===== src/rtl/core/ctlex_pkg.sv =====
// Shared types, token codes and character classifiers for the text lexer.
// No dependencies; imported by every lexer module.
package ctlex_pkg;

    localparam int QUEUE_DEPTH = 4;
    localparam int QPTR_W      = $clog2(QUEUE_DEPTH);
    localparam int QCNT_W      = QPTR_W + 1;

    typedef logic [4:0] t_ttype;

    localparam t_ttype TT_ERR  = 5'd0;
    localparam t_ttype TT_SYM  = 5'd1;
    localparam t_ttype TT_INT  = 5'd2;
    localparam t_ttype TT_REAL = 5'd3;
    localparam t_ttype TT_STR  = 5'd4;
    localparam t_ttype TT_LPAR = 5'd5;
    localparam t_ttype TT_RPAR = 5'd6;
    localparam t_ttype TT_SEMI = 5'd7;
    localparam t_ttype TT_COLN = 5'd8;
    localparam t_ttype TT_COMA = 5'd9;
    localparam t_ttype TT_DOT  = 5'd10;
    localparam t_ttype TT_APOS = 5'd11;
    localparam t_ttype TT_PLUS = 5'd12;
    localparam t_ttype TT_MINS = 5'd13;
    localparam t_ttype TT_STAR = 5'd14;
    localparam t_ttype TT_SLSH = 5'd15;
    localparam t_ttype TT_CARE = 5'd16;
    localparam t_ttype TT_EQUL = 5'd17;
    localparam t_ttype TT_HASH = 5'd18;
    localparam t_ttype TT_BANG = 5'd19;
    localparam t_ttype TT_EOL  = 5'd20;

    localparam logic [7:0] CH_NUL   = 8'h00;
    localparam logic [7:0] CH_TAB   = 8'h09;
    localparam logic [7:0] CH_LF    = 8'h0A;
    localparam logic [7:0] CH_CR    = 8'h0D;
    localparam logic [7:0] CH_SPACE = 8'h20;
    localparam logic [7:0] CH_QUOTE = 8'h22;
    localparam logic [7:0] CH_DOT   = 8'h2E;

    typedef enum logic [2:0] {
        M_IDLE    = 3'd0,
        M_SYM     = 3'd1,
        M_NUM     = 3'd2,
        M_NUMDOT  = 3'd3,
        M_STR     = 3'd4,
        M_DISCARD = 3'd5
    } t_mode;

    typedef struct packed {
        logic [7:0] token_char;
        logic       char_valid;
        t_ttype     token_type;
        logic       last;
    } t_result;

    // One queue entry: all results caused by one input byte.
    typedef struct packed {
        t_result r0;
        t_result r1;
        logic    two;
    } t_entry;

    function automatic logic is_letter(input logic [7:0] c);
        return (c >= 8'h41 && c <= 8'h5A) || (c >= 8'h61 && c <= 8'h7A);
    endfunction

    function automatic logic is_digit(input logic [7:0] c);
        return c >= 8'h30 && c <= 8'h39;
    endfunction

    function automatic logic is_blank(input logic [7:0] c);
        return c == CH_SPACE || c == CH_TAB || c == CH_LF || c == CH_CR;
    endfunction

    // Returns TT_ERR for anything that is not a punctuation token.
    function automatic t_ttype punct_type(input logic [7:0] c);
        t_ttype t;
        unique case (c)
            8'h28:   t = TT_LPAR;
            8'h29:   t = TT_RPAR;
            8'h3B:   t = TT_SEMI;
            8'h3A:   t = TT_COLN;
            8'h2C:   t = TT_COMA;
            8'h2E:   t = TT_DOT;
            8'h27:   t = TT_APOS;
            8'h2B:   t = TT_PLUS;
            8'h2D:   t = TT_MINS;
            8'h2A:   t = TT_STAR;
            8'h2F:   t = TT_SLSH;
            8'h5E:   t = TT_CARE;
            8'h3D:   t = TT_EQUL;
            8'h23:   t = TT_HASH;
            8'h21:   t = TT_BANG;
            default: t = TT_ERR;
        endcase
        return t;
    endfunction

endpackage


===== src/rtl/core/ctlex_front.sv =====
// Front end of the lexer: accepts bytes, runs the scan state machine and
// builds one queue entry per byte that gives results. Depends on ctlex_pkg.
module ctlex_front import ctlex_pkg::*; (
    input  logic       i_clk,
    input  logic       i_rst_n,
    input  logic       i_in_valid,
    output logic       o_in_ready,
    input  logic [7:0] i_char_in,
    input  logic       i_q_full,
    output logic       o_push,
    output t_entry     o_entry
);

    t_mode      r_mode, n_mode;
    logic [7:0] r_held, n_held;
    logic       r_hv, n_hv;
    logic       r_real, n_real;

    logic       accept;
    logic [1:0] cnt;
    t_result    res0, res1;
    logic       do_begin;
    logic       b_emit;
    t_result    b_res;
    t_ttype     num_t, p_t;
    logic [7:0] c;

    assign c          = i_char_in;
    assign o_in_ready = !i_q_full;
    assign accept     = i_in_valid && o_in_ready;
    assign num_t      = r_real ? TT_REAL : TT_INT;
    assign p_t        = punct_type(c);

    // results of the current byte
    always_comb begin
        cnt      = 2'd0;
        res0     = '0;
        res1     = '0;
        do_begin = 1'b0;
        b_emit   = 1'b0;
        b_res    = '0;

        unique case (r_mode)
            M_SYM: begin
                cnt  = 2'd1;
                res0 = '{token_char: r_held, char_valid: 1'b1, token_type: TT_SYM,
                         last: 1'b0};
                if (!(is_letter(c) || is_digit(c))) begin
                    res0.last = 1'b1;
                    do_begin  = 1'b1;
                end
            end
            M_NUM, M_NUMDOT: begin
                cnt  = 2'd1;
                res0 = '{token_char: r_held, char_valid: 1'b1, token_type: num_t,
                         last: 1'b0};
                if (!is_digit(c) && !(c == CH_DOT && r_mode == M_NUM)) begin
                    res0.last = 1'b1;
                    do_begin  = 1'b1;
                end
            end
            M_STR: begin
                if (c == CH_QUOTE || c == CH_NUL) begin
                    cnt  = 2'd1;
                    res0 = r_hv ? '{token_char: r_held, char_valid: 1'b1,
                                    token_type: TT_STR, last: 1'b1}
                                : '{token_char: 8'h00, char_valid: 1'b0,
                                    token_type: TT_STR, last: 1'b1};
                    if (c == CH_NUL) begin
                        cnt  = 2'd2;
                        res1 = '{token_char: 8'h00, char_valid: 1'b0,
                                 token_type: TT_EOL, last: 1'b1};
                    end
                end else if (r_hv) begin
                    cnt  = 2'd1;
                    res0 = '{token_char: r_held, char_valid: 1'b1,
                             token_type: TT_STR, last: 1'b0};
                end
            end
            M_DISCARD: begin
                // bytes give no result, up to and including the zero byte
            end
            default: begin
                do_begin = 1'b1;
            end
        endcase

        // start of a new token with the current byte
        if (do_begin) begin
            priority if (c == CH_NUL) begin
                b_emit = 1'b1;
                b_res  = '{token_char: 8'h00, char_valid: 1'b0, token_type: TT_EOL,
                          last: 1'b1};
            end else if (is_blank(c) || is_letter(c) || is_digit(c) || c == CH_QUOTE) begin
                b_emit = 1'b0;
            end else if (p_t != TT_ERR) begin
                b_emit = 1'b1;
                b_res  = '{token_char: c, char_valid: 1'b1, token_type: p_t, last: 1'b1};
            end else begin
                b_emit = 1'b1;
                b_res  = '{token_char: 8'h00, char_valid: 1'b0, token_type: TT_ERR,
                          last: 1'b1};
            end
            if (b_emit) begin
                if (cnt == 2'd0) res0 = b_res;
                else             res1 = b_res;
                cnt = cnt + 2'd1;
            end
        end
    end

    // next scan state
    always_comb begin
        n_mode = r_mode;
        n_held = r_held;
        n_hv   = r_hv;
        n_real = r_real;

        unique case (r_mode)
            M_SYM: begin
                if (is_letter(c) || is_digit(c)) n_held = c;
            end
            M_NUM, M_NUMDOT: begin
                if (is_digit(c)) begin
                    n_held = c;
                    n_mode = M_NUM;
                end else if (c == CH_DOT && r_mode == M_NUM) begin
                    n_held = c;
                    n_real = 1'b1;
                    n_mode = M_NUMDOT;
                end
            end
            M_STR: begin
                if (c == CH_QUOTE || c == CH_NUL) begin
                    n_hv   = 1'b0;
                    n_mode = M_IDLE;
                end else begin
                    n_held = c;
                    n_hv   = 1'b1;
                end
            end
            M_DISCARD: begin
                if (c == CH_NUL) n_mode = M_IDLE;
            end
            default: begin
                // idle: handled as a token start below
            end
        endcase

        if (do_begin) begin
            n_mode = M_IDLE;
            n_hv   = 1'b0;
            if (is_letter(c)) begin
                n_mode = M_SYM;
                n_held = c;
                n_hv   = 1'b1;
            end else if (is_digit(c)) begin
                n_mode = M_NUM;
                n_real = 1'b0;
                n_held = c;
                n_hv   = 1'b1;
            end else if (c == CH_QUOTE) begin
                n_mode = M_STR;
            end else if (!is_blank(c) && c != CH_NUL && p_t == TT_ERR) begin
                n_mode = M_DISCARD;
            end
        end
    end

    assign o_push  = accept && (cnt != 2'd0);
    assign o_entry = '{r0: res0, r1: res1, two: (cnt == 2'd2)};

    always_ff @(posedge i_clk) begin
        if (!i_rst_n) begin
            r_mode <= M_IDLE;
            r_held <= 8'h00;
            r_hv   <= 1'b0;
            r_real <= 1'b0;
        end else if (accept) begin
            r_mode <= n_mode;
            r_held <= n_held;
            r_hv   <= n_hv;
            r_real <= n_real;
        end
    end

endmodule


===== src/rtl/core/ctlex_queue.sv =====
// Short entry queue between the lexer front and back ends.
// Depends on ctlex_pkg.
module ctlex_queue import ctlex_pkg::*; (
    input  logic   i_clk,
    input  logic   i_rst_n,
    input  logic   i_push,
    input  t_entry i_entry,
    input  logic   i_pop,
    output logic   o_full,
    output logic   o_empty,
    output t_entry o_head
);

    t_entry              r_mem [QUEUE_DEPTH];
    logic [QPTR_W-1:0]   r_wr_ptr, n_wr_ptr;
    logic [QPTR_W-1:0]   r_rd_ptr, n_rd_ptr;
    logic [QCNT_W-1:0]   r_count, n_count;

    assign o_full  = r_count == QCNT_W'(QUEUE_DEPTH);
    assign o_empty = r_count == '0;
    assign o_head  = r_mem[r_rd_ptr];

    always_comb begin
        n_wr_ptr = i_push ? r_wr_ptr + 1'b1 : r_wr_ptr;
        n_rd_ptr = i_pop  ? r_rd_ptr + 1'b1 : r_rd_ptr;
        n_count  = r_count + QCNT_W'(i_push) - QCNT_W'(i_pop);
    end

    always_ff @(posedge i_clk) begin
        if (!i_rst_n) begin
            r_wr_ptr <= '0;
            r_rd_ptr <= '0;
            r_count  <= '0;
        end else begin
            r_wr_ptr <= n_wr_ptr;
            r_rd_ptr <= n_rd_ptr;
            r_count  <= n_count;
        end
    end

    always_ff @(posedge i_clk) begin
        if (i_push) r_mem[r_wr_ptr] <= i_entry;
    end

endmodule


===== src/rtl/core/ctlex_back.sv =====
// Back end of the lexer: takes queue entries and delivers their results one
// transaction at a time from an output register. Depends on ctlex_pkg.
module ctlex_back import ctlex_pkg::*; (
    input  logic    i_clk,
    input  logic    i_rst_n,
    input  logic    i_q_empty,
    input  t_entry  i_head,
    output logic    o_pop,
    output logic    o_out_valid,
    input  logic    i_out_ready,
    output t_result o_result
);

    t_entry r_entry;
    logic   r_sel, n_sel;
    logic   r_busy, n_busy;
    logic   done;

    // current entry is finished after this transaction
    assign done        = i_out_ready && (r_sel || !r_entry.two);
    assign o_pop       = !i_q_empty && (!r_busy || done);
    assign o_out_valid = r_busy;
    assign o_result    = r_sel ? r_entry.r1 : r_entry.r0;

    always_comb begin
        n_sel  = r_sel;
        n_busy = r_busy;
        if (o_pop) begin
            n_sel  = 1'b0;
            n_busy = 1'b1;
        end else if (r_busy && i_out_ready) begin
            if (done) n_busy = 1'b0;
            else      n_sel  = 1'b1;
        end
    end

    always_ff @(posedge i_clk) begin
        if (!i_rst_n) begin
            r_sel  <= 1'b0;
            r_busy <= 1'b0;
        end else begin
            r_sel  <= n_sel;
            r_busy <= n_busy;
        end
    end

    always_ff @(posedge i_clk) begin
        if (o_pop) r_entry <= i_head;
    end

endmodule


===== src/rtl/core/config_text_lexer_unit.sv =====
// Top level of the configuration text lexer.
// Depends on ctlex_pkg, ctlex_front, ctlex_queue and ctlex_back.
//
// Bytes of text enter one per transaction on the input channel; tokens leave
// as a stream of character results, each tagged with its token type, with
// o_last marking the final result of a token (its type is final there). One
// character of a symbol, number or string is held back until the next byte
// shows where the token ends. A zero byte ends the line and, outside a
// discard run, gives an end-of-line result with no character; an unexpected
// byte gives an error result and the bytes that follow, up to and including
// the next zero byte, are dropped. Rate: one byte is accepted every cycle
// while the four-entry queue between the scanner and the output stage has
// room. A byte causes at most two results: two when it ends a held symbol or
// number and also gives a result of its own (punctuation, error or end of
// line), or when it is a zero byte that closes an open string. Each result is
// one output transaction; the output side sets the sustained rate at one
// result per cycle while i_out_ready is high. The scan writes the queue at
// the edge that accepts a byte; the output register loads the entry from the
// queue once the output stage is done with the previous entry.
module config_text_lexer_unit import ctlex_pkg::*; (
    input  logic       i_clk,
    input  logic       i_rst_n,
    // byte input channel
    input  logic       i_in_valid,
    output logic       o_in_ready,
    input  logic [7:0] i_char_in,
    // token result channel
    output logic       o_out_valid,
    input  logic       i_out_ready,
    output logic [7:0] o_token_char,
    output logic       o_char_valid,
    output logic [4:0] o_token_type,
    output logic       o_last
);

    logic    push, pop, q_full, q_empty;
    t_entry  push_entry, head_entry;
    t_result result;

    // scanner: classifies each byte and tracks token state
    ctlex_front u_front (
        .i_clk      (i_clk),
        .i_rst_n    (i_rst_n),
        .i_in_valid (i_in_valid),
        .o_in_ready (o_in_ready),
        .i_char_in  (i_char_in),
        .i_q_full   (q_full),
        .o_push     (push),
        .o_entry    (push_entry)
    );

    // decouples scanner from output backpressure
    ctlex_queue u_queue (
        .i_clk   (i_clk),
        .i_rst_n (i_rst_n),
        .i_push  (push),
        .i_entry (push_entry),
        .i_pop   (pop),
        .o_full  (q_full),
        .o_empty (q_empty),
        .o_head  (head_entry)
    );

    // output stage: splits two-result entries into two transactions
    ctlex_back u_back (
        .i_clk       (i_clk),
        .i_rst_n     (i_rst_n),
        .i_q_empty   (q_empty),
        .i_head      (head_entry),
        .o_pop       (pop),
        .o_out_valid (o_out_valid),
        .i_out_ready (i_out_ready),
        .o_result    (result)
    );

    assign o_token_char = result.token_char;
    assign o_char_valid = result.char_valid;
    assign o_token_type = result.token_type;
    assign o_last       = result.last;

endmodule


===== config.mk =====
export PLATFORM = sky130hd
export DESIGN_NAME = config_text_lexer_unit
export DESIGN_NICKNAME = d
export VERILOG_FILES = /design/src/rtl/core/ctlex_pkg.sv /design/src/rtl/core/ctlex_front.sv /design/src/rtl/core/ctlex_queue.sv /design/src/rtl/core/ctlex_back.sv /design/src/rtl/core/config_text_lexer_unit.sv
export SDC_FILE = /design/constraint.sdc
export NUM_CORES = 1
export LEC_CHECK = 0
export BUFFER_PORTS_ARGS = -buffer_cell sky130_fd_sc_hd__buf_2
export CORE_ASPECT_RATIO = 0.6
export CORE_MARGIN = 2
export CORE_UTILIZATION = 45
export CTS_CLUSTER_SIZE = 28
export DETAILED_ROUTE_END_ITERATION = 10
export GPL_ROUTABILITY_DRIVEN = 0
export PLACE_DENSITY_LB_ADDON = 0.3
export SLEW_MARGIN = 20
export SYNTH_ARGS = -nofsm -noshare
export SYNTH_HDL_FRONTEND = slang
export SYNTH_HIERARCHICAL = 1
export SYNTH_SLANG_ARGS = --single-unit

===== constraint.sdc =====
create_clock -name i_clk -period 8.7 [get_ports i_clk]
set_input_delay 1.305 -clock i_clk [delete_from_list [all_inputs] [get_ports i_clk]]
set_output_delay 1.305 -clock i_clk [all_outputs]
set_load 0.005 [all_outputs]

==> results.toml, run 1 <==
[status]
status = "completed"

[setup_path]
r2r-end = "u_queue/r_mem[2][26]$_DFFE_PP_"
cpMaxStageDelayCell = "a311oi_1"
slowest_delay_ns = 0.71
startpoint_type = "input port"
crit_type = "input port to flop"
required_ns = 8.76
cp.arrival_ns = 4.48
cp_num_cells = 10
worst_path_dominant_cell_family = "simple AND/OR/NAND/NOR gates"
endpoint = "u_queue/r_mem[2][26]$_DFFE_PP_"
crit_chain = "buf_2 -> or4_1 -> nor2_1 -> nor3_1 -> nor2_1 -> ha_1 -> nor3_1 -> a311oi_1 -> and2_1 -> buf_4"
r2r_slack_ns = 5.26
ff2ff_path_depth = 7
critPathCaptureType = "flop"
crit_buf_inv = 2
r2r-start = "u_front/r_mode[1]$_SDFFE_PN0P_"
setup.worst_path.start = "i_char_in[4]"
path_max_fanout = 31

[place]
dp.cells = 742
pre_cts_slack_ns = 3.87
place_area_sq_um = 8120
hpwl_microns = 10200
io_buffers = 28

[floorplanning]
io_pins = 29
start_util = 0.457
die_w_microns = 174
die_area_sq_um = 18400
dieHeight_microns = 106
fp.coreArea_sq_um = 17000
rows = 37

[synth]
syn_area_sq_um = 7780
synth_top_family_by_area = "multiplexers"
synth_edf_count = 155
yosys_most_used_dff = "edfxtp_1"
ys_seq_elements = 179
muxShareOfSynthArea = 0.117
synth-simple-area-share = 0.0962
synth_cell_types = 67
synthCells = 497
yosysSeqAreaShare = 0.660
synth-adder-area-share = 0.0187
postSynth.asyncResetShare = 0
synth_xor_xnor_area_share = 0.00531
ys_warn_count = 6
synth-compound-area-share = 0.0740
synth_fp_nets = 520
syn_avg_cell_area_sq_um = 15.7

[timing]
worst_slew_pin_slew_ns = 0.847
setup_tns_ns = 0
fin_crit_sh = 0.508
grt_setup_unrepaired = "no"
fin_crit_ns = 4.42
finalHoldViolations = 0
max_slew_margin = 0.432
drv_slew = 0
layout_setup_ws_ns = 4.28
max_freq_mhz = 226
finalSetupViolCount = 0
fin_worst_skew_ns = 0.00919
hold_slack_ns = 0.489

[power]
p_per_area_nw_per_um2 = 342
p_total_mw = 2.98
p_leak_nw = 3.01
vdd_drop_max_uv = 159

[cells_and_area]
area_delta_synth_final_pct = 12.0
multi_input_area_sq_um = 2440
fillers = 1439
final_cells = 774
fin_area_sq_um = 8710
fin_util = 0.512
drive_gt1_frac = 0.243
regArea_sq_um = 5140
nets = 550
antennaDiodeCount = 0

[clock_tree]
cts.root.buffer_cell = "clkbuf_16"
clk_latency_ns = 0.43
ctsHoldBuffers = 0
htree_levels = 4
cts_tree = "built"
clockBufferDepth = 2
cts-resized-gates = 0
cts_buffers = 17
clock_sinks = 179
cts_setup_buffers = 0
clk_pin_slew_ns = 0.07

[grt]
grt_first_pass_wirelength_microns = 24700
grt_pass1_vias = 4225
grt_usage = 0.184
antenna_found_initial = 0
gr-total-overflow = 0
grt_max_degree = 36

[detailed_routing]
via_per_inst = 5.78
dr.pass1.iters = 5
num_vias = 4470
wl_microns = 15900
ant_nets = 0
drcViolationCount = 0
drt-initial-drc-count = 544
wl_per_cell_microns = 20.6

[run]
cap_viol_max_count = 0

[hold_path]
hp-class = "flop to flop"
hold_path_depth = 1
-- cells by family (layout without fill, tap and decap cells) --
family / after synthesis / in the layout
flops: 179 / 179
simple gates: 133 / 133
compound gates: 80 / 80
mux: 50 / 50
buf+inv: 40 / 83
fa+ha+maj: 11 / 11
xor+xnor: 3 / 3
other cells: 1 / 1
-- worst min path at each step --
stage                                               from                              to  slack, ns
after floorplan           u_front/r_held[7]$_SDFFE_PN0P_  u_front/r_held[7]$_SDFFE_PN0P_       0.43
final                     u_front/r_held[1]$_SDFFE_PN0P_  u_front/r_held[1]$_SDFFE_PN0P_       0.49
after global placement    u_front/r_held[0]$_SDFFE_PN0P_  u_front/r_held[0]$_SDFFE_PN0P_       0.46
after detailed placement  u_front/r_held[0]$_SDFFE_PN0P_  u_front/r_held[0]$_SDFFE_PN0P_       0.47
after CTS                 u_front/r_held[7]$_SDFFE_PN0P_  u_front/r_held[7]$_SDFFE_PN0P_       0.49
after global routing      u_front/r_held[7]$_SDFFE_PN0P_  u_front/r_held[7]$_SDFFE_PN0P_       0.50
-- synthesized netlist by cell type (2+ instances only) --
| cell | count | share of area |
|---|---|---|
| a21boi_0 | 3 | 0.0029 |
| a21o_1 | 3 | 0.0029 |
| a21oi_1 | 11 | 0.0071 |
| a22o_1 | 7 | 0.0079 |
| a22oi_1 | 2 | 0.0019 |
| a31oi_1 | 8 | 0.0064 |
| and2_1 | 15 | 0.012 |
| and3_1 | 5 | 0.0040 |
| buf_2 | 8 | 0.0051 |
| buf_4 | 2 | 0.0019 |
| buf_6 | 5 | 0.0072 |
| clkbuf_1 | 9 | 0.0043 |
| dfxtp_1 | 24 | 0.062 |
| edfxtp_1 | 155 | 0.60 |
| ha_1 | 10 | 0.016 |
| inv_1 | 15 | 0.0072 |
| mux2_2 | 17 | 0.025 |
| mux2i_1 | 2 | 0.0026 |
| mux4_2 | 30 | 0.087 |
| nand2_1 | 25 | 0.012 |
| nand2b_1 | 4 | 0.0032 |
| nand3_1 | 19 | 0.012 |
| nand3b_1 | 5 | 0.0048 |
| nand4_1 | 2 | 0.0016 |
| nand4_2 | 2 | 0.0032 |
| nand4b_1 | 2 | 0.0023 |
| nor2_1 | 29 | 0.014 |
| nor2b_1 | 4 | 0.0032 |
| nor3_1 | 5 | 0.0032 |
| nor4_1 | 3 | 0.0024 |
| o211a_1 | 2 | 0.0026 |
| o211ai_1 | 4 | 0.0039 |
| o21a_1 | 2 | 0.0019 |
| o21ai_0 | 17 | 0.011 |
| o21ai_1 | 2 | 0.0013 |
| o31ai_1 | 6 | 0.0058 |
| or3b_1 | 2 | 0.0023 |
| xnor2_1 | 2 | 0.0023 |
-- sequential cells by signal, summed over array words and instances (netlist names), named ones only --
signal	count
u_front/r_mode	3
u_queue/r_rd_ptr	2
u_back/r_sel	1
u_queue/r_mem	124
u_back/r_entry	31
u_queue/r_count	3
u_queue/r_wr_ptr	2
u_back/o_out_valid	1
u_front/r_hv	1
u_front/r_held	8
u_front/r_real	1
-- power breakdown --
part | internal, mW | leakage (nW) | switching (mW) | total (mW)
logic | 0.368 | 1.02 | 0.540 | 0.908
clock network | 0.407 | 0.286 | 0.347 | 0.755
registers | 1.25 | 1.70 | 0.0733 | 1.32
total | 2.02 | 3.01 | 0.961 | 2.98
-- placed cells by master, fill, tap and decap left out, types with 6 or more instances in the layout --
| cell | n |
|---|---|
| edfxtp_1 | 155 |
| mux4_2 | 30 |
| nor2_1 | 29 |
| buf_2 | 28 |
| nand2_1 | 25 |
| dfxtp_1 | 23 |
| nand3_1 | 19 |
| clkbuf_16 | 17 |
| o21ai_0 | 17 |
| mux2_2 | 17 |
| inv_1 | 15 |
| and2_1 | 15 |
| a21oi_1 | 10 |
| ha_1 | 10 |
| buf_4 | 8 |
| a31oi_1 | 8 |
| a22o_1 | 7 |
| o31ai_1 | 6 |
-- layout make-up --
class                      instances  share of cell area
clock buffer                      17              0.0488
clock inverter                    15              0.0190
inverter                          15             0.00646
multi-input combinational        278               0.280
sequential                       179               0.589
tap                              234              0.0336
timing repair buffer              36              0.0230
-- layer usage --
metal	global-route usage	vias to the layer above	routed length [microns]
met2	0.248	195	6460
met5	0	-	0
met1	0.281	2235	7840
met4	0.0552	0	192
met3	0.0588	24	1460
li1	-	2016	-
No activity file was read; power rests on OpenSTA's default activity.
==> run 2, diff against run 1 <==
==> constraint.sdc (replaced) <==
create_clock -name i_clk -period 3.6 [get_ports i_clk]
set_input_delay 0.54 -clock i_clk [delete_from_list [all_inputs] [get_ports i_clk]]
set_output_delay 0.54 -clock i_clk [all_outputs]
set_load 0.005 [all_outputs]
==> run 2 against run 1 <==
Against the previous run: register-to-register slack got worse by 4.6 ns; via count increased by 2.1%; sequential share of layout area decreased by 1.2 points; non-clock buffer count increased by 21; largest cell class unchanged; flip-flop and latch count unchanged; clock power increased by 130%.
==> results.toml, run 2 (synthesized netlist as in run 1, its figures left out) <==
[status]
status = "completed"

[detailed_routing]
top_layer_used = "met4"
met2_length_microns = 7090
wl_per_cell_microns = 20.1
drcViolationCount = 0
dr.pass1.iters = 6
via_per_inst = 5.74
wl_microns = 16000
route.met3.wl_microns = 1260
num_vias = 4566
drt-initial-drc-count = 509
ant_nets = 0
wirelength_met1_microns = 7470

[setup_path]
path_max_fanout = 4
r2r-start = "u_front/r_mode[1]$_SDFFE_PN0P_"
crit_buf_inv = 1
slowest_delay_ns = 0.60
critPathCaptureType = "flop"
cp.arrival_ns = 3.45
crit_top_cell = "nor2_1"
setup.worst_path.start = "i_char_in[4]"
worst_path_dominant_cell_family = "simple AND/OR/NAND/NOR gates"
required_ns = 3.91
startpoint_type = "input port"
r2r-end = "u_queue/r_count[2]$_SDFF_PN0_"
ff2ff_path_depth = 11
crit_type = "input port to flop"
cp_num_cells = 12
r2r_slack_ns = 0.67
cpMaxStageDelayCell = "or4_1"
crit_chain = "buf_2 -> or4_1 -> nor2_1 -> nor3_1 -> nor2_1 -> ha_1 -> nor3_1 -> a311oi_1 -> ha_1 -> fa_1 -> xor3_1 -> nor2_1"
endpoint = "u_queue/r_count[2]$_SDFF_PN0_"

[clock_tree]
clk_latency_ns = 0.41
ctsHoldBuffers = 0
cts_tree = "built"
cts-resized-gates = 0
clock_sinks = 179
htree_levels = 4
cts_buffers = 17
clockBufferDepth = 2
cts_setup_buffers = 0
clk_pin_slew_ns = 0.07
cts.root.buffer_cell = "clkbuf_16"

[timing]
fin_crit_ns = 3.14
max_freq_mhz = 318
hold_slack_ns = 0.444
drv_slew = 0
finalSetupViolCount = 0
setup_tns_ns = 0
fin_crit_sh = 0.873
worst_slew_pin_slew_ns = 0.817
finalHoldViolations = 0
max_slew_margin = 0.455
fin_worst_skew_ns = 0.00940
grt_setup_unrepaired = "no"

[grt]
gr-total-overflow = 0
grt_pass1_vias = 4441
grt_usage = 0.182
grt_max_degree = 35
grt_first_pass_wirelength_microns = 25100
antenna_found_initial = 1

[place]
io_buffers = 28
hpwl_microns = 10500

[cells_and_area]
antennaDiodeCount = 0
reg_top3 = "u_queue/r_mem (124), u_back/r_entry (31), u_front/r_held (8)"
layout_commonest_cell = "edfxtp_1"
largest_reg_flops = 124
final_cell_mix = "edfxtp_1 (155), mux4_2 (30), nor2_1 (29)"
drive_gt1_frac = 0.275
nets = 571
regMostFlops = "u_queue/r_mem"
area_delta_synth_final_pct = 14.4

[floorplanning]
dieHeight_microns = 106
fp.coreArea_sq_um = 17000
die_area_sq_um = 18400
die_w_microns = 174
start_util = 0.457
rows = 37
io_pins = 29

[power]
vdd_drop_max_uv = 339
power_frac_seq = 0.446
p_per_area_nw_per_um2 = 816
p_sw_mw = 2.34
combPwrFrac = 0.311
p_clk_frac = 0.243
p_total_mw = 7.27
p_int_mw = 4.93
p_leak_nw = 3.12
p_sw_frac = 0.322

[hold_path]
hp-class = "input port to flop"
hold_path_depth = 2

[run]
cap_viol_max_count = 0
run 2: cell count changes in the layout (fill, tap and decap cells not counted):
cell and change:
buf_4 +17, and2_1 -4, and2_2 +4, buf_12 +4, inv_8 +3, clkinv_1 +2
inv_6 -2, bufinv_16 -1, clkinv_2 -1, clkinv_4 +1, clkinv_8 -1, clkinvlp_4 -1
run 2: worst reg2reg max path, delay by kind of cell (launching register included):
family,cells,cell delay (ns)
AO/OA/AOI/OAI,1,0.09
XOR/XNOR,1,0.38
adder cells (fa/ha/maj),3,0.95
flip-flops,1,0.50
AND/OR/NAND/NOR,6,0.90
run 2: layout make-up:
| class | count | area, sq um |
|---|---|---|
| fill | 1414 | 8140 |
| sequential | 179 | 5140 |
| multi-input combinational | 278 | 2440 |
| clock buffer | 17 | 425 |
| timing repair buffer | 57 | 408 |
| tap | 234 | 293 |
| clock inverter | 15 | 139 |
| inverter | 15 | 56.3 |
run 2: power groups by stage:
stage               Sequential [mW]  Combinational, mW  Clock (mW)
floorplan                      3.18               1.57           0
detailed placement             3.29               2.25           0
finish                         3.24               2.26        1.77
CTS                            3.25               2.26        1.79
global placement               3.26               2.22           0
global route                   3.30               2.47        1.88
run 2: metal layers:
metal | GRT usage | vias to the layer above
li1 | - | 2046
met1 | 0.270 | 2288
met4 | 0.0528 | 0
met5 | 0 | -
met2 | 0.272 | 207
met3 | 0.0397 | 25
run 2: worst min path at each step:
stage | slack [ns] | to | from
after detailed placement | 0.47 | u_front/r_held[1]$_SDFFE_PN0P_ | u_front/r_held[1]$_SDFFE_PN0P_
final | 0.44 | u_front/r_held[6]$_SDFFE_PN0P_ | i_char_in[6]
after floorplan | 0.43 | u_front/r_held[7]$_SDFFE_PN0P_ | u_front/r_held[7]$_SDFFE_PN0P_
after global placement | 0.46 | u_front/r_held[1]$_SDFFE_PN0P_ | u_front/r_held[1]$_SDFFE_PN0P_
after global routing | 0.46 | u_front/r_held[6]$_SDFFE_PN0P_ | i_char_in[6]
after CTS | 0.43 | u_front/r_held[6]$_SDFFE_PN0P_ | i_char_in[6]
run 2: through the flow:
stage	util	cell area, sq um	cells	setup WS, ns
after floorplan	-	7790	497	0.115
after global placement	0.489	8340	763	0.141
after detailed placement	0.489	8340	763	0.0872
after CTS	0.522	8900	795	0.494
after global routing	0.522	8900	795	0.341
final	0.522	8900	795	0.456
==> run 3, diff against run 2 <==
--- a/config.mk
+++ b/config.mk
@@ -6,6 +6,8 @@
 export NUM_CORES = 1
 export LEC_CHECK = 0
 export BUFFER_PORTS_ARGS = -buffer_cell sky130_fd_sc_hd__buf_2
+export CELL_PAD_IN_SITES_DETAIL_PLACEMENT = 0
+export CELL_PAD_IN_SITES_GLOBAL_PLACEMENT = 1
 export CORE_ASPECT_RATIO = 0.6
 export CORE_MARGIN = 2
 export CORE_UTILIZATION = 45
@@ -16,5 +18,4 @@
 export SLEW_MARGIN = 20
 export SYNTH_ARGS = -nofsm -noshare
 export SYNTH_HDL_FRONTEND = slang
-export SYNTH_HIERARCHICAL = 1
 export SYNTH_SLANG_ARGS = --single-unit
==> constraint.sdc (replaced) <==
create_clock -name i_clk -period 3.3 [get_ports i_clk]
set_input_delay 0.495 -clock i_clk [delete_from_list [all_inputs] [get_ports i_clk]]
set_output_delay 0.495 -clock i_clk [all_outputs]
set_load 0.005 [all_outputs]
==> run 3 against run 2 <==
Against the previous run: critical path depth is 3 higher; utilization is 1.0 points higher; flip-flop and latch count is 2 lower; setup slack worse by 0.19 ns; hold slack better by 0.038 ns; via count is 0.35% higher; register-to-register slack worse by 0.41 ns; sequential share of layout area is 1.4 points lower; critical path type unchanged; critical endpoint is now u_queue.r_count[2]$_SDFF_PN0_; largest cell class unchanged.
==> results.toml, run 3 <==
[status]
status = "completed"

[clock_tree]
cts.root.buffer_cell = "clkbuf_16"
cts_tree = "built"
clk_latency_ns = 0.43
clock_sinks = 177
clk_pin_slew_ns = 0.07
clockBufferDepth = 2
cts_buffers = 17
cts_setup_buffers = 0
htree_levels = 4
ctsHoldBuffers = 0

[floorplanning]
die_w_microns = 173
dieHeight_microns = 106
fp.coreArea_sq_um = 17000
start_util = 0.455
rows = 37
io_pins = 29
die_area_sq_um = 18300

[synth]
synthCells = 510
synth_xor_xnor_area_share = 0.00680
ys_top_cells_by_area = "edfxtp_1 (60%), mux4_2 (9.0%), dfxtp_1 (5.7%)"
synth_top_cell_area_share = 0.602
yosysSeqAreaShare = 0.659
syn_area_sq_um = 7730
synth_top_family_by_area = "multiplexers"
ys_seq_elements = 177
muxShareOfSynthArea = 0.120
synth-adder-area-share = 0.0188
postSynth.asyncResetShare = 0
syn_avg_cell_area_sq_um = 15.2
yosysTopAreaCell = "edfxtp_1"
synth_cell_types = 68
ys_warn_count = 0
synth_common_cells = "edfxtp_1 (155), nand2_1 (40), mux4_2 (31)"
synth_edf_count = 155
synth-simple-area-share = 0.0976
synth-compound-area-share = 0.0736
yosysMostFrequentCell = "edfxtp_1"
yosys_most_used_dff = "edfxtp_1"

[grt]
grt_usage = 0.192
grt_first_pass_wirelength_microns = 26300
antenna_found_initial = 0
grt_max_degree = 35
grt_pass1_vias = 4649
gr-total-overflow = 0

[detailed_routing]
num_vias = 4582
wl_microns = 16500
wl_per_cell_microns = 20.1
drcViolationCount = 0
dr.pass1.iters = 5
drt-initial-drc-count = 530
ant_nets = 0
via_per_inst = 5.59

[hold_path]
hp-class = "flop to flop"

[cells_and_area]
largest_reg_flops = 124
final_cell_mix = "edfxtp_1 (155), nand2_1 (40), buf_4 (38)"
nets = 595
reg_top3 = "u_queue.r_mem (124), u_back.r_entry (31), u_front.r_held (8)"
drive_gt1_frac = 0.291
area_delta_synth_final_pct = 17.0
layout_commonest_cell = "edfxtp_1"
antennaDiodeCount = 0
regMostFlops = "u_queue.r_mem"
fin_area_sq_um = 9050

[timing]
fin_crit_sh = 0.921
drv_slew = 0
finalSetupViolCount = 0
worst_slew_pin_slew_ns = 0.861
max_freq_mhz = 329
grt_setup_unrepaired = "no"
max_slew_margin = 0.425
layout_setup_ws_ns = 0.262
fin_worst_skew_ns = 0.0172
finalHoldViolations = 0
fin_crit_ns = 3.04

[place]
io_buffers = 28
hpwl_microns = 11000
place_area_sq_um = 8480
pre_cts_slack_ns = -0.166

[run]
cap_viol_max_count = 0

[setup_path]
path_max_fanout = 3
startpoint_type = "input port"
critPathCaptureType = "flop"
cpMaxStageDelayCell = "fa_1"
crit_buf_inv = 3
worst_path_dominant_cell_family = "adder cells"
required_ns = 3.62
slowest_delay_ns = 0.37
crit_chain = "buf_2 -> buf_4 -> nor3_1 -> a311oi_1 -> a211oi_2 -> inv_1 -> ha_1 -> a2111oi_2 -> nand4_1 -> o311a_1 -> ha_1 -> fa_1 -> xnor2_1 -> xnor2_1 -> and2_1"
crit_type = "input port to flop"
cp.arrival_ns = 3.36

[power]
p_leak_nw = 3.12
p_per_area_nw_per_um2 = 889
vdd_drop_max_uv = 394
-- run 3: worst min-delay path, delay by kind of cell (launching register included) --
kind               cells  cell delay [ns]
AOI/OAI and AO/OA      1             0.07
DFF                    1             0.31
and+or+nand+nor        1             0.05
-- run 3: worst paths after layout --
check | startpoint | end | slack, ns | depth (start not counted)
worst max-delay path | i_char_in[4] | u_queue.r_count[2]$_SDFF_PN0_ | 0.26 | 15
worst min-delay path | u_front.r_held[1]$_SDFFE_PN0P_ | u_front.r_held[1]$_SDFFE_PN0P_ | 0.48 | 2
worst max register to register | u_front.r_mode[1]$_SDFFE_PN0P_ | u_queue.r_count[2]$_SDFF_PN0_ | 0.26 | 13
worst min register to register | u_front.r_held[1]$_SDFFE_PN0P_ | u_front.r_held[1]$_SDFFE_PN0P_ | 0.48 | 2
-- run 3: power by group --
part           total (mW)  switching, mW  leakage [nW]  internal [mW]
clock network        1.92          0.919         0.273           1.00
logic                2.61           1.44          1.21           1.17
registers            3.52          0.237          1.64           3.28
total                8.05           2.59          3.12           5.46
-- run 3: metrics by stage --
stage	utilization	instances	TNS, ns	total power [mW]	hold WS [ns]
2_1_floorplan	-	513	-0.0523	5.23	0.431
3_3_place_gp	0.499	787	-0.119	6.11	0.454
3_5_place_dp	0.499	787	-0.166	6.21	0.461
4_1_cts	0.533	819	0	8.12	0.470
5_1_grt	0.533	819	0	8.49	0.507
6_report	0.533	819	0	8.05	0.482
-- run 3: area by class of cell --
class                   count  area, sq um
clock inverters            15          146
repair buffers             71          526
inverters                  14         52.6
clock buffers              17          425
fillers                  1417         7940
flip-flops and latches    177         5100
well taps                 234          293
multi-input cells         291         2510
-- run 3: repair_timing --
item                                    4_1_cts  5_1_grt
endpoints found under the setup margin        0        1
gates resized for setup                       0        1
endpoints found under the hold margin         0        0
-- run 3: cells by family after synthesis --
family                     count (synthesis)
other                                      1
adders and majority gates                 11
and+or+nand+nor                          136
DFF                                      177
muxes                                     52
AOI/OAI and AO/OA                         82
xor gates and xnor gates                   6
buffers and inverters                     45
-- run 3: per-layer routing --
metal / wire, microns / track usage / up-vias
met1: 8030 / 0.286 / 2325
li1: - / - / 2104
met4: 60 / 0.0412 / 0
met5: 0 / 0 / -
met3: 876 / 0.0480 / 6
met2: 7490 / 0.287 / 147
